**src/rtl/sbbf_pkg.sv**
```systemverilog
// Shared types, constants and a helper function of the split-block Bloom filter.
package sbbf_pkg;

	localparam int WORDS       = 8;
	localparam int WORD_W      = 32;
	localparam int BLOCK_W     = WORDS * WORD_W;
	localparam int SEL_W       = 5;
	localparam int BIT_SHIFT   = 27;
	localparam int HALF_W      = 32;
	localparam int HASH_W      = 64;
	localparam int NUM_BLOCKS_W = 11;

	localparam logic [NUM_BLOCKS_W-1:0] NUM_BLOCKS_RST = 11'd1024;

	localparam logic OP_CHECK  = 1'b0;
	localparam logic OP_INSERT = 1'b1;

	localparam logic [WORD_W-1:0] SALT [WORDS] = '{
		32'h47b6137b, 32'h44974d91, 32'h8824ad5b, 32'ha2b7289d,
		32'h705495c7, 32'h2df1424b, 32'h9efc4947, 32'h5c6bfb31
	};

	typedef logic [SEL_W-1:0] sel_t;
	typedef sel_t [WORDS-1:0] sel_vec_t;

	// Request as it leaves the index stage.
	typedef struct packed {
		logic     valid;
		logic     opcode;
		sel_vec_t sel;
	} req_t;

	// One set bit in each 32-bit word of the block.
	function automatic logic [BLOCK_W-1:0] bit_mask(input sel_vec_t sel);
		logic [BLOCK_W-1:0] m;
		m = '0;
		for (int i = 0; i < WORDS; i++) begin
			m[i*WORD_W +: WORD_W] = WORD_W'(1) << sel[i];
		end
		return m;
	endfunction

endpackage

```
**src/rtl/sbbf_index.sv**
```systemverilog
// Index stage: block select from the upper hash half and bit selects from the salts.
module sbbf_index #(
	parameter int MAX_BLOCKS = 1024
) (
	input  logic                                  clk,
	input  logic                                  arst_n,
	input  logic                                  en,
	input  logic                                  accept,
	input  logic                                  opcode,
	input  logic [sbbf_pkg::HASH_W-1:0]           hash,
	input  logic [sbbf_pkg::NUM_BLOCKS_W-1:0]     num_blocks,
	output sbbf_pkg::req_t                        req_s1,
	output logic [((MAX_BLOCKS > 1) ? $clog2(MAX_BLOCKS) : 1)-1:0] block_s1
);

	localparam int BW = (MAX_BLOCKS > 1) ? $clog2(MAX_BLOCKS) : 1;
	localparam int PW = sbbf_pkg::HALF_W + sbbf_pkg::NUM_BLOCKS_W;

	logic [sbbf_pkg::NUM_BLOCKS_W-1:0] eff;
	logic [PW-1:0]                     prod;
	logic [sbbf_pkg::NUM_BLOCKS_W-1:0] blk_full;
	logic [BW-1:0]                     blk;
	sbbf_pkg::sel_vec_t                sel;

	always_comb begin
		if (32'(num_blocks) > MAX_BLOCKS) begin
			eff = sbbf_pkg::NUM_BLOCKS_W'(MAX_BLOCKS);
		end else begin
			eff = num_blocks;
		end
		prod     = PW'(hash[sbbf_pkg::HASH_W-1:sbbf_pkg::HALF_W]) * PW'(eff);
		blk_full = prod[PW-1:sbbf_pkg::HALF_W];
		if (32'(blk_full) >= MAX_BLOCKS) begin
			blk = BW'(MAX_BLOCKS - 1);
		end else begin
			blk = BW'(blk_full);
		end
	end

	// Low 32 bits of key times salt; the top five bits pick the bit in each word.
	always_comb begin
		logic [sbbf_pkg::WORD_W-1:0] p;
		for (int i = 0; i < sbbf_pkg::WORDS; i++) begin
			p      = hash[sbbf_pkg::HALF_W-1:0] * sbbf_pkg::SALT[i];
			sel[i] = p[sbbf_pkg::WORD_W-1:sbbf_pkg::BIT_SHIFT];
		end
	end

	always_ff @(posedge clk or negedge arst_n) begin
		if (!arst_n) begin
			req_s1 <= '0;
		end else if (en) begin
			req_s1.valid  <= accept;
			req_s1.opcode <= opcode;
			req_s1.sel    <= sel;
		end
	end

	always_ff @(posedge clk) begin
		if (en) begin
			block_s1 <= blk;
		end
	end

endmodule

```
**config.mk**
```make
export PLATFORM = sky130hd
export DESIGN_NAME = sbbf_index
export DESIGN_NICKNAME = d
export VERILOG_FILES = /design/src/rtl/sbbf_pkg.sv /design/src/rtl/sbbf_index.sv
export SDC_FILE = /design/constraint.sdc
export NUM_CORES = 2
export LEC_CHECK = 0
export BUFFER_PORTS_ARGS = -buffer_cell sky130_fd_sc_hd__buf_2
export CAP_MARGIN = 20
export CORE_MARGIN = 4
export CORE_UTILIZATION = 50
export CTS_CLUSTER_DIAMETER = 60
export DETAILED_ROUTE_END_ITERATION = 7
export GPL_ROUTABILITY_DRIVEN = 1
export PLACE_DENSITY = 0.8
export SLEW_MARGIN = 30
export SYNTH_ARGS = -nofsm -noshare
export SYNTH_HDL_FRONTEND = slang
export SYNTH_SLANG_ARGS = --single-unit
export TNS_END_PERCENT = 30
```
**constraint.sdc**
```tcl
create_clock -name clk -period 0.8 [get_ports clk]
set_input_delay 0.08 -clock clk [delete_from_list [all_inputs] [get_ports clk]]
set_output_delay 0.08 -clock clk [all_outputs]
set_load 0.02 [all_outputs]
```
==> flow_summary_export.csv <==
group,metric,value,unit
synthesis,synth.cells.most_frequent,"inv_1, fa_1, ha_1",
clocking,cts-root-to-sink-buffers,2,
placement,port_buffers,131,
layout,area_delta_synth_final,27.7,%
critical_path,cp-startpoint,"hash[21]",
synthesis,synth_seq_cells,52,
min_path,hold_path_cell_cnt,3,
synthesis,number_of_enable_type_register_cells_in_the_synthesized_netlist,10,
clocking,clk_transition_reported_paths,0.11,ns
layout,nNetsFinal,10500,
sta,finalSetupViolations,102,
synthesis,asyncSetResetFlopFracSynth,0.808,
clocking,cts-root-buf,"clkbuf_16",
sta,layout_min_cycle_time,6.25,ns
critical_path,r2r_start,"req_s1[8]",
layout,register_cell_area_after_layout,1360,um^2
min_path,hold_path.startpoint,"en",
sta,maxSlewViolCount,0,
placement,dp_worst_setup_slack,-6.27,ns
sta,timing.fmax,0.160,GHz
critical_path,critical_path.reg2reg.endpoint,"req_s1[8]",
drt,routed_via_density,5.43,
sta,setup_slack,-5.45,ns
placement,dp.final_hpwl,247,mm
drt,drc_violations_left,0,
sta,final.period_utilization,7.81,
clocking,clk-insertion-delay-late,0.35,ns
sta,finalHoldWorstSlack,0.0676,ns
global_routing,grt_start_max_net_pins,29,
die,die-height,366,um
global_routing,grt.overflow.total,0,
critical_path,path_common_cell,"fa_1",
die,core_region_area,128000,um^2
critical_path,worst_setup_path_start_kind,"input pin",
drt,drt_iter0_drc,4214,
layout,multiInputGateArea,57300,um^2
clocking,cts.htree.levels,2,
synthesis,ys_top_cells_by_area,"fa_1, ha_1, inv_1",
synthesis,synth_largest_type_area_fraction,0.489,
global_routing,global_route.usage.total,0.421,
critical_path,worstSetupEndpointType,"flip-flop",
critical_path,worst_path_dominant_cell_family,"adder cells",
synthesis,syn-instance-count,6333,
drt,first_pass_iters,6,
critical_path,worst_ep_required_time,1.04,ns
sta,hold_viol_final,0,
die,floorplan.initialDensity,0.504,
sta,tightestPinTransition,0.632,ns
drt,wl_per_cell,30.1,um
synthesis,syn_nets,9183,
drt,vias,50800,
die,chipWidth,366,um
clocking,clock_sink_count,52,
synthesis,synth_sequential_area_ratio,0.0210,
drt,drt.antenna.violating_nets,0,
synthesis,yosysMostFrequentCell,"inv_1",
critical_path,rrSetupSlack,-0.05,ns
critical_path,crit_type,"in2reg",
sta,max_slew_margin_vs_limit,0.576,
min_path,hold_class,"in2reg",
global_routing,first_global_vias,55600,
layout,drive_above_1_share,0.262,
critical_path,worst_r2r_path_depth,1,
synthesis,post_synth_instance_area,64200,um^2
sta,rsz0062_at_grt,"true",
synthesis,synth_largest_area_cell,"fa_1",
clocking,cts_buffers,5,
synthesis,netlist-cell-type-count,73,
placement,place.gp.congestion,1.09,
layout,total_of_fill_cells_in_the_finished_design,10100,
synthesis,dominantRegCellSynth,"dfrtp_1",
critical_path,critical_path.n_buffers_inverters,9,
min_path,worstHoldEndpoint,"req_s1[34]",
outcome,status,"complete, but fails checks",
synthesis,synth.avg_cell_area,10.1,um^2
flow_run,max_cap_viol_count,0,
synthesis,number_of_warnings_reported_in_the_yosys_synthesis_log,0,
critical_path,slowest_stage,"fa_2",
drt,finalWirelength,282,mm
critical_path,worstPathArrival,6.49,ns
global_routing,antenna_violations_before_repair,16,
outcome,violated_checks,"setup timing",
critical_path,timing.critical_path.slowest_cell_delay,0.60,ns
clocking,cts_tree,"done",
sta,timing.clock.skew,0,ns
die,die_area,134000,um^2
global_routing,grt_pass1_wl,395,mm
die,io_pins,132,
critical_path,critical_path_peak_fanout,4,
die,num_rows,131,
[per-layer routing]
| layer | wire length [um] | up-vias | GRT usage |
|---|---|---|---|
| met5 | 24 | - | 0 |
| met4 | 26000 | 4 | 0.286 |
| met3 | 29000 | 834 | 0.104 |
| met2 | 124000 | 2665 | 0.647 |
| met1 | 103000 | 26000 | 0.526 |
| li1 | - | 21300 | - |
[registers in the layout, summed over array words and instances (netlist names)]
| name | flops |
|---|---|
| req_s1 | 42 |
| block_s1 | 10 |
[worst max-delay path by stage]
stage	depth (start not counted)	slack, ns	endpoint
after floorplan	21	-5.16	req_s1[4]
after global placement	24	-6.33	req_s1[4]
after detailed placement	24	-6.27	req_s1[4]
after CTS	25	-5.41	req_s1[4]
after global routing	25	-5.55	req_s1[2]
final	25	-5.45	req_s1[2]
[cells in the final DEF, fill, tap and decap left out, types with 11 or more instances in the layout]
cell type	count
inv_1	2119
fa_1	1422
buf_4	1072
ha_1	1069
nand2_1	211
xnor2_1	191
and2_1	190
fa_2	147
buf_12	125
ha_4	123
inv_2	101
buf_6	94
buf_2	85
a21oi_1	56
a21o_1	55
nor2_1	43
xor2_1	42
dfrtp_1	38
a21oi_2	24
nand4_1	23
nand3_1	23
o21ai_0	21
xnor2_2	19
o21ai_1	17
o21a_1	17
o21ai_2	15
diode_2	14
o211ai_1	14
buf_8	13
mux2_4	12
nor2b_1	11
clkbuf_16	11
[timing repair]
item | CTS | global route
gates resized for setup | 545 | 271
endpoints found under the setup margin | 102 | 102
pin swaps | 317 | 270
endpoints found under the hold margin | 44 | 0
hold buffers | 3 | 0
setup buffers | 110 | 37
gates cloned | 4 | 7
[area by class of cell]
| class | instances | share of cell area |
|---|---|---|
| clock buffers | 5 | 0.00153 |
| clock inverters | 3 | 0.000351 |
| multi-input cells | 3967 | 0.699 |
| flip-flops and latches | 52 | 0.0165 |
| diodes | 14 | 0.000427 |
| inverters | 2239 | 0.103 |
| well taps | 1662 | 0.0254 |
| repair buffers | 1404 | 0.153 |
[kinds of logic after synthesis]
| family | count (synthesis) | share of synthesized area |
|---|---|---|
| xor+xnor | 256 | 0.0352 |
| simple gates | 600 | 0.0477 |
| buf+inv | 2314 | 0.135 |
| compound gates | 318 | 0.0341 |
| fa+ha+maj | 2770 | 0.723 |
| flops | 52 | 0.0210 |
| mux | 23 | 0.00401 |
[through the flow]
step            util  TNS [ns]  cells  instance area, um^2
2_1_floorplan      -   -239.26   6333                64700
3_3_place_gp   0.603   -290.15   9188                76900
3_5_place_dp   0.603   -294.83   9188                76900
4_1_cts        0.630   -271.10   9298                80400
5_1_grt        0.643   -280.71   9337                82000
6_report       0.643   -272.42   9346                82000
Power is left out: the tool's default activity adds up to more than one toggle a clock period on the data nets, which glitch-free logic cannot reach.
